<file path="config.mk">
export PLATFORM = sky130hd
export DESIGN_NAME = bitmap_slot_allocator
export DESIGN_NICKNAME = d
export VERILOG_FILES = /design/src/hw/rtl/bsa_pkg.sv /design/src/hw/rtl/bsa_ram.sv /design/src/hw/rtl/bsa_front.sv /design/src/hw/rtl/bsa_queue.sv /design/src/hw/rtl/bsa_back.sv /design/src/hw/rtl/bitmap_slot_allocator.sv
export SDC_FILE = /design/constraint.sdc
export NUM_CORES = 2
export LEC_CHECK = 0
export BUFFER_PORTS_ARGS = -buffer_cell sky130_fd_sc_hd__buf_2
export CAP_MARGIN = 10
export CORE_MARGIN = 4
export CORE_UTILIZATION = 35
export DETAILED_ROUTE_END_ITERATION = 16
export HOLD_SLACK_MARGIN = 0.02
export PLACE_DENSITY = 0.59
export SLEW_MARGIN = 10
export SYNTH_ARGS = -nofsm -noshare
export SYNTH_HDL_FRONTEND = slang
export SYNTH_SLANG_ARGS = --single-unit
</file>
<file path="constraint.sdc">
create_clock -name clk_i -period 15.8 [get_ports clk_i]
set_clock_uncertainty 0.1 [all_clocks]
set_input_delay 0.79 -clock clk_i [delete_from_list [all_inputs] [get_ports clk_i]]
set_output_delay 0.79 -clock clk_i [all_outputs]
set_load 0.03 [all_outputs]
</file>
<file path="src/hw/rtl/bsa_pkg.sv">
package bsa_pkg;

  localparam int unsigned DEF_MAX_SLOTS = 1024;
  localparam int unsigned ADDR_W        = 32;
  localparam int unsigned SIZE_W        = 16;
  localparam int unsigned COUNT_W       = 11;
  localparam int unsigned IDX_OUT_W     = 10;
  localparam int unsigned CMD_W         = 2;
  localparam int unsigned CFG_IDX_W     = 2;
  localparam int unsigned CFG_DATA_W    = 32;
  localparam int unsigned STATUS_W      = 3;
  localparam int unsigned WORD_W        = 32;
  localparam int unsigned BIT_W         = $clog2(WORD_W);
  localparam int unsigned DIV_STEPS     = 2;
  localparam int unsigned DIV_CYCLES    = ADDR_W / DIV_STEPS;
  localparam int unsigned DIV_CNT_W     = $clog2(DIV_CYCLES);
  localparam int unsigned QUEUE_DEPTH   = 2;

  localparam logic [SIZE_W-1:0]  ITEM_SIZE_RST  = SIZE_W'(1);
  localparam logic [COUNT_W-1:0] SLOT_COUNT_RST = COUNT_W'(1024);

  typedef enum logic [CMD_W-1:0] {
    CMD_ALLOC,
    CMD_FREE,
    CMD_CLEAR,
    CMD_NONE
  } cmd_e;

  typedef enum logic [STATUS_W-1:0] {
    ST_OK,
    ST_OOM,
    ST_BAD_SIZE,
    ST_BAD_PTR,
    ST_DOUBLE
  } status_e;

  typedef enum logic [1:0] {
    OP_ALLOC,
    OP_FREE,
    OP_CLEAR,
    OP_REPORT
  } op_e;

  typedef enum logic [CFG_IDX_W-1:0] {
    CFG_POOL_BASE,
    CFG_ITEM_SIZE,
    CFG_SLOT_COUNT
  } cfg_reg_e;

  typedef enum logic [1:0] {
    FR_IDLE,
    FR_EVAL,
    FR_DIV,
    FR_CHECK
  } front_state_e;

  typedef enum logic [2:0] {
    BK_SWEEP,
    BK_IDLE,
    BK_ALLOC_SCAN,
    BK_ALLOC_MUL,
    BK_ALLOC_OUT,
    BK_FREE_CHK
  } back_state_e;

  typedef struct packed {
    op_e     op;
    status_e status;
  } job_t;

endpackage

</file>
<file path="src/hw/rtl/bsa_ram.sv">
module bsa_ram #(
  parameter int unsigned WIDTH = 32,
  parameter int unsigned DEPTH = 32,
  localparam int unsigned AW = (DEPTH > 1) ? $clog2(DEPTH) : 1
) (
  input  logic             clk_i,
  input  logic             we_i,
  input  logic [AW-1:0]    waddr_i,
  input  logic [WIDTH-1:0] wdata_i,
  input  logic [AW-1:0]    raddr_i,
  output logic [WIDTH-1:0] rdata_o
);

  logic [WIDTH-1:0] mem_q [DEPTH];
  logic [WIDTH-1:0] rdata_q;

  always_ff @(posedge clk_i) begin
    if (we_i) begin
      mem_q[waddr_i] <= wdata_i;
    end
    rdata_q <= mem_q[raddr_i];
  end

  assign rdata_o = rdata_q;

endmodule

</file>
<file path="src/hw/rtl/bsa_front.sv">
module bsa_front import bsa_pkg::*; #(
  parameter int unsigned MAX_SLOTS = DEF_MAX_SLOTS,
  localparam int unsigned SLOT_W = $clog2(MAX_SLOTS),
  localparam int unsigned CNT_W  = $clog2(MAX_SLOTS + 1)
) (
  input  logic               clk_i,
  input  logic               rst_ni,
  input  logic               accept_i,
  input  logic [CMD_W-1:0]   cmd_i,
  input  logic [SIZE_W-1:0]  request_size_i,
  input  logic [ADDR_W-1:0]  address_i,
  input  logic [ADDR_W-1:0]  pool_base_i,
  input  logic [SIZE_W-1:0]  item_size_i,
  input  logic [CNT_W-1:0]   active_i,
  input  logic               full_i,
  output logic               push_o,
  output job_t               job_o,
  output logic [SLOT_W-1:0]  slot_o,
  output logic               busy_o
);

  front_state_e         state_q, state_d;
  cmd_e                 cmd_q;
  logic [SIZE_W-1:0]    req_q;
  logic [ADDR_W-1:0]    addr_q;
  logic [ADDR_W-1:0]    dvd_q, dvd_d;
  logic [SIZE_W-1:0]    rem_q, rem_d;
  logic [DIV_CNT_W-1:0] cnt_q;
  logic                 ptr_ok;
  logic                 div_fail;
  logic [SIZE_W:0]      div_t;
  logic [SIZE_W-1:0]    div_r;
  logic [ADDR_W-1:0]    div_q;

  assign ptr_ok   = (addr_q >= pool_base_i) && (item_size_i != '0);
  assign div_fail = (rem_q != '0) || (dvd_q >= ADDR_W'(active_i));
  assign busy_o   = (state_q != FR_IDLE);

  // restoring divide, two quotient bits per cycle
  always_comb begin
    div_r = rem_q;
    div_q = dvd_q;
    div_t = '0;
    for (int s = 0; s < DIV_STEPS; s++) begin
      div_t = {div_r, div_q[ADDR_W-1]};
      div_q = {div_q[ADDR_W-2:0], 1'b0};
      if (div_t >= {1'b0, item_size_i}) begin
        div_t    = div_t - {1'b0, item_size_i};
        div_q[0] = 1'b1;
      end
      div_r = div_t[SIZE_W-1:0];
    end
    rem_d = div_r;
    dvd_d = div_q;
  end

  always_comb begin
    state_d = state_q;
    case (state_q)
      FR_IDLE: begin
        if (accept_i) begin
          state_d = FR_EVAL;
        end
      end
      FR_EVAL: begin
        if (cmd_q == CMD_FREE && ptr_ok) begin
          state_d = FR_DIV;
        end else if (!full_i) begin
          state_d = FR_IDLE;
        end
      end
      FR_DIV: begin
        if (cnt_q == DIV_CNT_W'(DIV_CYCLES - 1)) begin
          state_d = FR_CHECK;
        end
      end
      FR_CHECK: begin
        if (!full_i) begin
          state_d = FR_IDLE;
        end
      end
      default: state_d = FR_IDLE;
    endcase
  end

  always_comb begin
    push_o        = 1'b0;
    job_o.op      = OP_REPORT;
    job_o.status  = ST_OK;
    slot_o        = '0;
    case (state_q)
      FR_EVAL: begin
        case (cmd_q)
          CMD_ALLOC: begin
            push_o = !full_i;
            if (req_q == item_size_i) begin
              job_o.op = OP_ALLOC;
            end else begin
              job_o.status = ST_BAD_SIZE;
            end
          end
          CMD_FREE: begin
            push_o       = !full_i && !ptr_ok;
            job_o.status = ST_BAD_PTR;
          end
          CMD_CLEAR: begin
            push_o   = !full_i;
            job_o.op = OP_CLEAR;
          end
          default: begin
            push_o = !full_i;
          end
        endcase
      end
      FR_CHECK: begin
        push_o = !full_i;
        if (div_fail) begin
          job_o.status = ST_BAD_PTR;
        end else begin
          job_o.op = OP_FREE;
          slot_o   = SLOT_W'(dvd_q);
        end
      end
      default: begin
        push_o = 1'b0;
      end
    endcase
  end

  always_ff @(posedge clk_i or negedge rst_ni) begin
    if (!rst_ni) begin
      state_q <= FR_IDLE;
      cnt_q   <= '0;
    end else begin
      state_q <= state_d;
      if (state_q == FR_DIV) begin
        cnt_q <= cnt_q + 1'b1;
      end else begin
        cnt_q <= '0;
      end
    end
  end

  always_ff @(posedge clk_i) begin
    if (state_q == FR_IDLE && accept_i) begin
      cmd_q  <= cmd_e'(cmd_i);
      req_q  <= request_size_i;
      addr_q <= address_i;
    end
    if (state_q == FR_EVAL) begin
      dvd_q <= addr_q - pool_base_i;
      rem_q <= '0;
    end else if (state_q == FR_DIV) begin
      dvd_q <= dvd_d;
      rem_q <= rem_d;
    end
  end

  a_accept_idle: assert property (@(posedge clk_i) disable iff (!rst_ni)
    accept_i |-> state_q == FR_IDLE)
    else $error("beat accepted while front busy");

endmodule

</file>
<file path="src/hw/rtl/bsa_queue.sv">
module bsa_queue import bsa_pkg::*; #(
  parameter int unsigned SLOT_W = 10,
  localparam int unsigned PTR_W = $clog2(QUEUE_DEPTH),
  localparam int unsigned CNT_W = $clog2(QUEUE_DEPTH + 1)
) (
  input  logic              clk_i,
  input  logic              rst_ni,
  input  logic              push_i,
  input  job_t              job_i,
  input  logic [SLOT_W-1:0] slot_i,
  output logic              full_o,
  input  logic              pop_i,
  output logic              empty_o,
  output job_t              job_o,
  output logic [SLOT_W-1:0] slot_o
);

  job_t              job_q  [QUEUE_DEPTH];
  logic [SLOT_W-1:0] slot_q [QUEUE_DEPTH];
  logic [PTR_W-1:0]  wr_ptr_q, rd_ptr_q;
  logic [CNT_W-1:0]  count_q;

  assign full_o  = (count_q == CNT_W'(QUEUE_DEPTH));
  assign empty_o = (count_q == '0);
  assign job_o   = job_q[rd_ptr_q];
  assign slot_o  = slot_q[rd_ptr_q];

  always_ff @(posedge clk_i or negedge rst_ni) begin
    if (!rst_ni) begin
      wr_ptr_q <= '0;
      rd_ptr_q <= '0;
      count_q  <= '0;
    end else begin
      if (push_i) begin
        wr_ptr_q <= wr_ptr_q + 1'b1;
      end
      if (pop_i) begin
        rd_ptr_q <= rd_ptr_q + 1'b1;
      end
      if (push_i && !pop_i) begin
        count_q <= count_q + 1'b1;
      end else if (pop_i && !push_i) begin
        count_q <= count_q - 1'b1;
      end
    end
  end

  always_ff @(posedge clk_i) begin
    if (push_i) begin
      job_q[wr_ptr_q]  <= job_i;
      slot_q[wr_ptr_q] <= slot_i;
    end
  end

  a_no_overflow: assert property (@(posedge clk_i) disable iff (!rst_ni)
    push_i |-> !full_o)
    else $error("push into full queue");

  a_no_underflow: assert property (@(posedge clk_i) disable iff (!rst_ni)
    pop_i |-> !empty_o)
    else $error("pop from empty queue");

endmodule

</file>
<file path="src/hw/rtl/bsa_back.sv">
module bsa_back import bsa_pkg::*; #(
  parameter int unsigned MAX_SLOTS = DEF_MAX_SLOTS,
  localparam int unsigned SLOT_W = $clog2(MAX_SLOTS),
  localparam int unsigned CNT_W  = $clog2(MAX_SLOTS + 1)
) (
  input  logic                 clk_i,
  input  logic                 rst_ni,
  input  logic [ADDR_W-1:0]    pool_base_i,
  input  logic [SIZE_W-1:0]    item_size_i,
  input  logic [CNT_W-1:0]     active_i,
  input  logic                 sweep_i,
  input  logic                 empty_i,
  input  job_t                 job_i,
  input  logic [SLOT_W-1:0]    slot_i,
  output logic                 pop_o,
  output logic                 sweeping_o,
  output logic                 valid_o,
  output logic [STATUS_W-1:0]  status_o,
  output logic [ADDR_W-1:0]    slot_address_o,
  output logic [IDX_OUT_W-1:0] slot_index_o
);

  localparam int unsigned ROWS  = (MAX_SLOTS + WORD_W - 1) / WORD_W;
  localparam int unsigned ROW_W = (ROWS > 1) ? $clog2(ROWS) : 1;
  localparam int unsigned RB_W  = ROW_W + BIT_W;
  localparam int unsigned LW    = ((RB_W > CNT_W) ? RB_W : CNT_W) + 1;
  localparam int unsigned PW    = SLOT_W + SIZE_W;
  localparam int unsigned XW    = SLOT_W + BIT_W;

  back_state_e          state_q, state_d;
  logic [ROW_W-1:0]     row_q;
  logic                 clr_rep_q;
  logic [SLOT_W-1:0]    slot_q;
  logic [ADDR_W-1:0]    prod_q;
  logic                 valid_q;
  status_e              status_q;
  logic [ADDR_W-1:0]    addr_q;
  logic [IDX_OUT_W-1:0] idx_q;

  logic                 res_valid_d;
  status_e              res_status_d;
  logic [ADDR_W-1:0]    res_addr_d;
  logic [IDX_OUT_W-1:0] res_idx_d;

  logic                 ram_we;
  logic [ROW_W-1:0]     ram_waddr, ram_raddr;
  logic [WORD_W-1:0]    ram_wdata, rdata;

  logic [LW-1:0]        row_base, n_ext, left;
  logic [WORD_W-1:0]    row_mask, free_bits, lowest;
  logic [BIT_W-1:0]     bit_sel;
  logic                 found, last_row, sweep_last;
  logic [SLOT_W-1:0]    found_slot;
  logic [XW-1:0]        in_ext, q_ext;
  logic [ROW_W-1:0]     in_row, q_row;
  logic [BIT_W-1:0]     q_bit;
  logic                 q_used;
  logic [ADDR_W-1:0]    slot_wide;

  bsa_ram #(
    .WIDTH (WORD_W),
    .DEPTH (ROWS)
  ) u_map (
    .clk_i   (clk_i),
    .we_i    (ram_we),
    .waddr_i (ram_waddr),
    .wdata_i (ram_wdata),
    .raddr_i (ram_raddr),
    .rdata_o (rdata)
  );

  assign row_base   = LW'({row_q, {BIT_W{1'b0}}});
  assign n_ext      = LW'(active_i);
  assign left       = n_ext - row_base;
  assign last_row   = (n_ext <= row_base + LW'(WORD_W));
  assign sweep_last = (row_q == ROW_W'(ROWS - 1));

  always_comb begin
    if (n_ext <= row_base) begin
      row_mask = '0;
    end else if (left >= LW'(WORD_W)) begin
      row_mask = '1;
    end else begin
      row_mask = (WORD_W'(1) << left) - WORD_W'(1);
    end
  end

  assign free_bits = ~rdata & row_mask;
  assign lowest    = free_bits & (~free_bits + WORD_W'(1));
  assign found     = (free_bits != '0);

  always_comb begin
    bit_sel = '0;
    for (int k = 0; k < WORD_W; k++) begin
      if (lowest[k]) begin
        bit_sel = bit_sel | BIT_W'(k);
      end
    end
  end

  assign found_slot = SLOT_W'({row_q, bit_sel});
  assign in_ext     = XW'(slot_i);
  assign in_row     = ROW_W'(in_ext >> BIT_W);
  assign q_ext      = XW'(slot_q);
  assign q_row      = ROW_W'(q_ext >> BIT_W);
  assign q_bit      = q_ext[BIT_W-1:0];
  assign q_used     = rdata[q_bit];
  assign slot_wide  = ADDR_W'(slot_q);

  assign pop_o      = (state_q == BK_IDLE) && !sweep_i && !empty_i;
  assign sweeping_o = (state_q == BK_SWEEP);

  always_comb begin
    state_d = state_q;
    case (state_q)
      BK_SWEEP: begin
        if (sweep_last) begin
          state_d = BK_IDLE;
        end
      end
      BK_IDLE: begin
        if (sweep_i) begin
          state_d = BK_SWEEP;
        end else if (!empty_i) begin
          case (job_i.op)
            OP_ALLOC: state_d = BK_ALLOC_SCAN;
            OP_FREE:  state_d = BK_FREE_CHK;
            OP_CLEAR: state_d = BK_SWEEP;
            default:  state_d = BK_IDLE;
          endcase
        end
      end
      BK_ALLOC_SCAN: begin
        if (found) begin
          state_d = BK_ALLOC_MUL;
        end else if (last_row) begin
          state_d = BK_IDLE;
        end
      end
      BK_ALLOC_MUL: state_d = BK_ALLOC_OUT;
      BK_ALLOC_OUT: state_d = BK_IDLE;
      BK_FREE_CHK:  state_d = BK_IDLE;
      default:      state_d = BK_IDLE;
    endcase
  end

  always_comb begin
    ram_we       = 1'b0;
    ram_waddr    = row_q;
    ram_wdata    = '0;
    ram_raddr    = '0;
    res_valid_d  = 1'b0;
    res_status_d = ST_OK;
    res_addr_d   = '0;
    res_idx_d    = '0;
    case (state_q)
      BK_SWEEP: begin
        ram_we = 1'b1;
        if (sweep_last && clr_rep_q) begin
          res_valid_d = 1'b1;
        end
      end
      BK_IDLE: begin
        if (job_i.op == OP_FREE) begin
          ram_raddr = in_row;
        end
        if (pop_o && job_i.op == OP_REPORT) begin
          res_valid_d  = 1'b1;
          res_status_d = job_i.status;
        end
      end
      BK_ALLOC_SCAN: begin
        ram_raddr = row_q + 1'b1;
        if (found) begin
          ram_we    = 1'b1;
          ram_wdata = rdata | lowest;
        end else if (last_row) begin
          res_valid_d  = 1'b1;
          res_status_d = ST_OOM;
        end
      end
      BK_ALLOC_OUT: begin
        res_valid_d = 1'b1;
        res_addr_d  = pool_base_i + prod_q;
        res_idx_d   = slot_wide[IDX_OUT_W-1:0];
      end
      BK_FREE_CHK: begin
        res_valid_d = 1'b1;
        ram_waddr   = q_row;
        if (q_used) begin
          ram_we    = 1'b1;
          ram_wdata = rdata & ~(WORD_W'(1) << q_bit);
          res_idx_d = slot_wide[IDX_OUT_W-1:0];
        end else begin
          res_status_d = ST_DOUBLE;
        end
      end
      default: begin
        ram_we = 1'b0;
      end
    endcase
  end

  always_ff @(posedge clk_i or negedge rst_ni) begin
    if (!rst_ni) begin
      state_q   <= BK_SWEEP;
      row_q     <= '0;
      clr_rep_q <= 1'b0;
      valid_q   <= 1'b0;
    end else begin
      state_q <= state_d;
      valid_q <= res_valid_d;
      case (state_q)
        BK_SWEEP: begin
          row_q <= sweep_last ? '0 : row_q + 1'b1;
        end
        BK_IDLE: begin
          row_q <= '0;
          if (sweep_i) begin
            clr_rep_q <= 1'b0;
          end else if (pop_o) begin
            clr_rep_q <= (job_i.op == OP_CLEAR);
          end
        end
        BK_ALLOC_SCAN: begin
          row_q <= row_q + 1'b1;
        end
        default: begin
          row_q <= row_q;
        end
      endcase
    end
  end

  always_ff @(posedge clk_i) begin
    if (pop_o) begin
      slot_q <= slot_i;
    end else if (state_q == BK_ALLOC_SCAN && found) begin
      slot_q <= found_slot;
    end
    if (state_q == BK_ALLOC_MUL) begin
      prod_q <= ADDR_W'(PW'(slot_q) * PW'(item_size_i));
    end
    status_q <= res_status_d;
    addr_q   <= res_addr_d;
    idx_q    <= res_idx_d;
  end

  assign valid_o        = valid_q;
  assign status_o       = status_q;
  assign slot_address_o = addr_q;
  assign slot_index_o   = idx_q;

  a_err_zero: assert property (@(posedge clk_i) disable iff (!rst_ni)
    (valid_q && status_q != ST_OK) |-> (addr_q == '0 && idx_q == '0))
    else $error("error beat carries nonzero payload");

  a_we_states: assert property (@(posedge clk_i) disable iff (!rst_ni)
    ram_we |-> (state_q == BK_SWEEP || state_q == BK_ALLOC_SCAN ||
                state_q == BK_FREE_CHK))
    else $error("map written outside sweep, scan or free");

  a_alloc_out: assert property (@(posedge clk_i) disable iff (!rst_ni)
    state_q == BK_ALLOC_OUT |=> (valid_q && status_q == ST_OK))
    else $error("granted slot not reported");

endmodule

</file>
<file path="src/hw/rtl/bitmap_slot_allocator.sv">
// Slot allocator over a one-bit-per-slot occupancy map held in a RAM of 32-bit rows.
// A command is taken when start is high and busy is low; exactly one result comes
// back per command, in order, as a one-cycle valid_o strobe that cannot be held off.
// A front stage decodes and checks each command and a two-entry queue feeds the map
// engine, so the next command is taken while the map engine still works. Allocate
// searches the map row by row for the first free slot, over up to ceil(active/32)
// rows. Free runs the address divider (two quotient bits per cycle) that checks
// alignment. Clear and every slot_count write sweep the whole map, one row per
// cycle over its ceil(MAX_SLOTS/32) rows (32 by default), and the same sweep runs
// after reset; busy stays high during it. The user must write configuration only
// while nothing is pending; the block itself does not enforce it.
module bitmap_slot_allocator import bsa_pkg::*; #(
  parameter int unsigned MAX_SLOTS = DEF_MAX_SLOTS
) (
  input  logic                  clk_i,
  input  logic                  rst_ni,
  input  logic                  start,
  output logic                  busy,
  input  logic [CMD_W-1:0]      cmd_i,
  input  logic [SIZE_W-1:0]     request_size_i,
  input  logic [ADDR_W-1:0]     address_i,
  output logic                  valid_o,
  output logic [STATUS_W-1:0]   status_o,
  output logic [ADDR_W-1:0]     slot_address_o,
  output logic [IDX_OUT_W-1:0]  slot_index_o,
  input  logic                  cfg_we_i,
  input  logic [CFG_IDX_W-1:0]  cfg_index_i,
  input  logic [CFG_DATA_W-1:0] cfg_data_i
);

  localparam int unsigned SLOT_W = $clog2(MAX_SLOTS);
  localparam int unsigned CNT_W  = $clog2(MAX_SLOTS + 1);
  localparam int unsigned CMP_W  = (CNT_W > COUNT_W) ? CNT_W : COUNT_W;

  logic [ADDR_W-1:0]  pool_base_q;
  logic [SIZE_W-1:0]  item_size_q;
  logic [COUNT_W-1:0] slot_count_q;
  logic [CNT_W-1:0]   active;
  logic               accept;
  logic               sweep_req;
  logic               front_busy;
  logic               sweeping;
  logic               push, pop, full, empty;
  job_t               push_job, head_job;
  logic [SLOT_W-1:0]  push_slot, head_slot;

  assign active = (CMP_W'(slot_count_q) > CMP_W'(MAX_SLOTS)) ? CNT_W'(MAX_SLOTS)
                                                             : CNT_W'(slot_count_q);
  assign busy      = front_busy || sweeping;
  assign accept    = start && !busy;
  assign sweep_req = cfg_we_i && (cfg_reg_e'(cfg_index_i) == CFG_SLOT_COUNT);

  always_ff @(posedge clk_i or negedge rst_ni) begin
    if (!rst_ni) begin
      pool_base_q  <= '0;
      item_size_q  <= ITEM_SIZE_RST;
      slot_count_q <= SLOT_COUNT_RST;
    end else if (cfg_we_i) begin
      case (cfg_reg_e'(cfg_index_i))
        CFG_POOL_BASE:  pool_base_q  <= cfg_data_i[ADDR_W-1:0];
        CFG_ITEM_SIZE:  item_size_q  <= cfg_data_i[SIZE_W-1:0];
        CFG_SLOT_COUNT: slot_count_q <= cfg_data_i[COUNT_W-1:0];
        default:        pool_base_q  <= pool_base_q;
      endcase
    end
  end

  bsa_front #(
    .MAX_SLOTS (MAX_SLOTS)
  ) u_front (
    .clk_i          (clk_i),
    .rst_ni         (rst_ni),
    .accept_i       (accept),
    .cmd_i          (cmd_i),
    .request_size_i (request_size_i),
    .address_i      (address_i),
    .pool_base_i    (pool_base_q),
    .item_size_i    (item_size_q),
    .active_i       (active),
    .full_i         (full),
    .push_o         (push),
    .job_o          (push_job),
    .slot_o         (push_slot),
    .busy_o         (front_busy)
  );

  bsa_queue #(
    .SLOT_W (SLOT_W)
  ) u_queue (
    .clk_i   (clk_i),
    .rst_ni  (rst_ni),
    .push_i  (push),
    .job_i   (push_job),
    .slot_i  (push_slot),
    .full_o  (full),
    .pop_i   (pop),
    .empty_o (empty),
    .job_o   (head_job),
    .slot_o  (head_slot)
  );

  bsa_back #(
    .MAX_SLOTS (MAX_SLOTS)
  ) u_back (
    .clk_i          (clk_i),
    .rst_ni         (rst_ni),
    .pool_base_i    (pool_base_q),
    .item_size_i    (item_size_q),
    .active_i       (active),
    .sweep_i        (sweep_req),
    .empty_i        (empty),
    .job_i          (head_job),
    .slot_i         (head_slot),
    .pop_o          (pop),
    .sweeping_o     (sweeping),
    .valid_o        (valid_o),
    .status_o       (status_o),
    .slot_address_o (slot_address_o),
    .slot_index_o   (slot_index_o)
  );

endmodule

</file>
==> metrics.txt <==
P&R area growth vs syn 13.3%; all-layer global routing usage 19.0%; fraction of registers with async set or reset after synthesis 5.89%; H-tree Lvls 4; die width 439 um; Routed Antenna Nets 0; Min-Delay Path Depth 1; ranking of synthesized cells by area edfxtp_1, nand2_1, a211oi_1, fa_1, ha_1; FF-to-FF path depth 24; Crit path buffers/inverters 4; R2R setup slack 6360 ps; fmax 106 MHz; path type of the worst setup path flop to flop; drc violations 0; final instance area 0.0736 sq mm; Synth top area share between 50% and 60%; final hold violations 0; layout cells sized above 1 11.4%; WL per Instance 23.3 um; placed cells 7,746; main flop type after synthesis edfxtp_1; fillers 17,405; Worst slew margin 19.8%; Max Cap Viol 0; IO Count 135; first-pass GRT wire length 279 mm; Crit. path cell count 24; Clock Tree Buf Depth 3; Worst setup EP type flop; multi-input logic area 0.0242 sq mm; mapped cell area 0.0650 sq mm; crit path time final 9440 ps; Leakage 26.0 nW; setup tns final 0 ps; Initial Utilization between 30% and 40%; crit start category flop; WHS 79.6 ps; Post-synth EDFFs 1,170; Syn. warnings 0; # rows 157; largest net degree at the start of global routing 198; gate count after technology mapping 5,364; antenna violations before repair 3; Overflow after GRT 0; Largest stage delay, worst path ~930 ps; DR iter-0 viols 4,035; Worst-Margin Slew 1200 ps; period utilisation layout 59.8%; CP dominant cell by count ha_1; FF-to-FF Start slot_count_q[10]$_DFFE_PN1P_; Yosys reg bits 1,342; most common cell in the synthesized netlist edfxtp_1; critical path fanouts, max 32; family with the most delay on the worst path simple AND/OR/NAND/NOR gates; VDD IR max 0.274 mV; worst hold path type input pin to flop; Placer Congestion 0.901; Placement Cell Area 0.0687 sq mm; Synth cell types 92; Register Area 0.0390 sq mm; final count of pins violating max slew 0; CP Data Required Time 16,170 ps; Die H 439 um; RSZ-0062 raised after global routing false; vias post-DR 43,878; cell taking the most area after synthesis edfxtp_1; Tot Pwr approximately 14 mW; critical path's slowest cell and3_2; crit path cell chain clkinv_1 -> nand2_1 -> ha_1 -> inv_1 -> ha_1 -> a21oi_1 -> a21oi_1 -> or4_1 -> a221oi_4 -> buf_4 -> nand3_1 -> ha_1 -> o31ai_1 -> or3_1 -> nor2_1 -> a21o_1 -> a211oi_1 -> o31ai_1 -> or4b_1 -> or4_1 -> o41ai_4 -> and3_2 -> nor3_2 -> buf_4; number of clock sinks 1,342; Num CTS Buffers 144; min-delay src address_i[29]; Arrival @ worst endpoint 9810 ps; post-layout net count 5,828; Core Area 0.184 sq mm; Non-Filler Instances 8,033; launch point of the worst path slot_count_q[10]$_DFFE_PN1P_; WL final 187 mm; Reg clk slew, reported paths 60 ps; vias per cell about 5.5; Post-DP HPWL 119 mm; Die Area 0.193 sq mm; Net Count, Synth roughly 5,700; Commonest cells post-synth edfxtp_1, nand2_1, a211oi_1; CTS tree done; Mapped Avg Cell Area 12.1 sq um; I/O Buffers 134; Final Setup Violations 0; CTS root buffer clkbuf_16; Seq/Total Area, Yosys between 50% and 60%; reg-to-reg endpoint u_back.u_map.mem_q[27][22]$_DFFE_PP_; status complete, no violations; clk_lat worst skew 810 ps; Hold Path End u_front.addr_q[29]$_DFFE_PP_; Pre-antenna DRT Iters 7; Power Dens Cells a little under 200 mW/mm^2; vias in the first global route roughly 43,000
placed cells by master (no fill, tap or decap), types with 20 or more instances in the layout:
cell | netlist | final
nor4_1 | 32 | 32
or3_1 | 21 | 21
nor3_1 | 108 | 76
a21o_1 | 76 | 76
buf_2 | 10 | 133
a211oi_1 | 384 | 384
clkinv_2 | 0 | 21
fa_1 | 114 | 114
and2_1 | 350 | 350
clkbuf_1 | 300 | 45
mux2_2 | 68 | 68
a21oi_1 | 223 | 219
nand3_1 | 48 | 48
xnor2_1 | 102 | 102
mux2i_1 | 28 | 28
a311oi_1 | 135 | 135
nand2_1 | 771 | 771
buf_4 | 4 | 117
dfxtp_1 | 93 | 93
clkbuf_16 | 0 | 146
inv_1 | 220 | 220
o21ai_0 | 108 | 101
nand4_1 | 32 | 32
nor2_1 | 149 | 148
a31oi_1 | 155 | 155
edfxtp_1 | 1170 | 1170
nor2b_1 | 31 | 31
nor3_2 | 0 | 32
dfrtp_1 | 77 | 77
and3_1 | 22 | 20
o21ai_1 | 21 | 20
xor2_1 | 32 | 32
ha_1 | 179 | 177
flip-flops by register name (all words and copies together) (netlist names), 3 cells and up:
| name | flops |
|---|---|
| u_front.addr_q | 32 |
| u_queue.slot_q | 20 |
| item_size_q | 16 |
| u_front.cnt_q | 4 |
| slot_count_q | 11 |
| u_back.prod_q | 26 |
| u_front.dvd_q | 32 |
| u_back.status_o | 3 |
| u_back.row_q | 5 |
| u_back.slot_q | 10 |
| pool_base_q | 32 |
| u_back.slot_address_o | 32 |
| u_queue.job_q | 8 |
| u_back.u_map.mem_q | 1024 |
| u_front.rem_q | 16 |
| u_front.req_q | 16 |
| u_back.state_q | 3 |
| u_back.u_map.rdata_o | 32 |
| u_back.slot_index_o | 10 |
metrics by stage:
stage               utilization [%]  worst slack (ps)
floorplan                         -              6880
global placement               37.4              6520
detailed placement             37.4              6480
CTS                            40.0              6470
global route                   40.0              5890
finish                         40.0              6360
repair_timing:
action                     4_1_cts  5_1_grt
hold buffers                    16        0
setup buffers                    0        0
hold endpoints to repair        37        0
gates resized for setup          0        0
setup endpoints to repair        0        0
worst register-to-register path, cell delays in order, from the launching register on:
cell and delay, ps:
dfstp_2 860, clkinv_1 460, nand2_1 260, ha_1 210, inv_1 50, ha_1 200, a21oi_1 190, a21oi_1 100
or4_1 650, a221oi_4 320, buf_4 360, nand3_1 170, ha_1 350, o31ai_1 190, or3_1 290, nor2_1 110
a21o_1 250, a211oi_1 340, o31ai_1 190, or4b_1 580, or4_1 700, o41ai_4 440, and3_2 930, nor3_2 380
buf_4 370
final cells by class:
cell class | count | area share [%]
flip-flops and latches | 1342 | 53.0
multi-input cells | 3463 | 32.8
clock buffers | 202 | 5.40
well taps | 2464 | 4.19
repair buffers | 275 | 2.54
inverters | 221 | 1.13
clock inverters | 64 | 0.949
diodes | 2 | 0.00680
power breakdown:
group / internal [mW] / switching, mW
registers: 4.61 / 0.374
logic: 2.46 / 3.68
clock network: 1.87 / 1.45
metal layers:
layer,vias up,track usage (%),part of all wire (%)
met5,-,0,0
met4,0,5.96,2.9
met3,301,2.96,6.4
met2,1491,31.4,47
met1,21982,25.9,43
li1,20104,-,-
worst max-delay path by stage:
stage / endpoint / slack, ps
2_1_floorplan: u_back.u_map.mem_q[10][0]$_DFFE_PP_ / 6880
3_3_place_gp: u_back.u_map.mem_q[27][29]$_DFFE_PP_ / 6520
3_5_place_dp: u_back.u_map.mem_q[27][22]$_DFFE_PP_ / 6480
4_1_cts: u_back.u_map.mem_q[27][29]$_DFFE_PP_ / 6470
5_1_grt: u_back.u_map.mem_q[27][22]$_DFFE_PP_ / 5890
6_report: u_back.u_map.mem_q[27][22]$_DFFE_PP_ / 6360
kinds of logic after synthesis:
group,after synthesis,synth area share (%)
adders and majority gates,294,6.97
xor gates and xnor gates,134,1.81
muxes,106,1.96
buffers and inverters,559,3.36
AOI/OAI and AO/OA,1267,13.6
and+or+nand+nor,1662,12.3
DFF,1342,60.0
(Power assumes the default switching activity.)
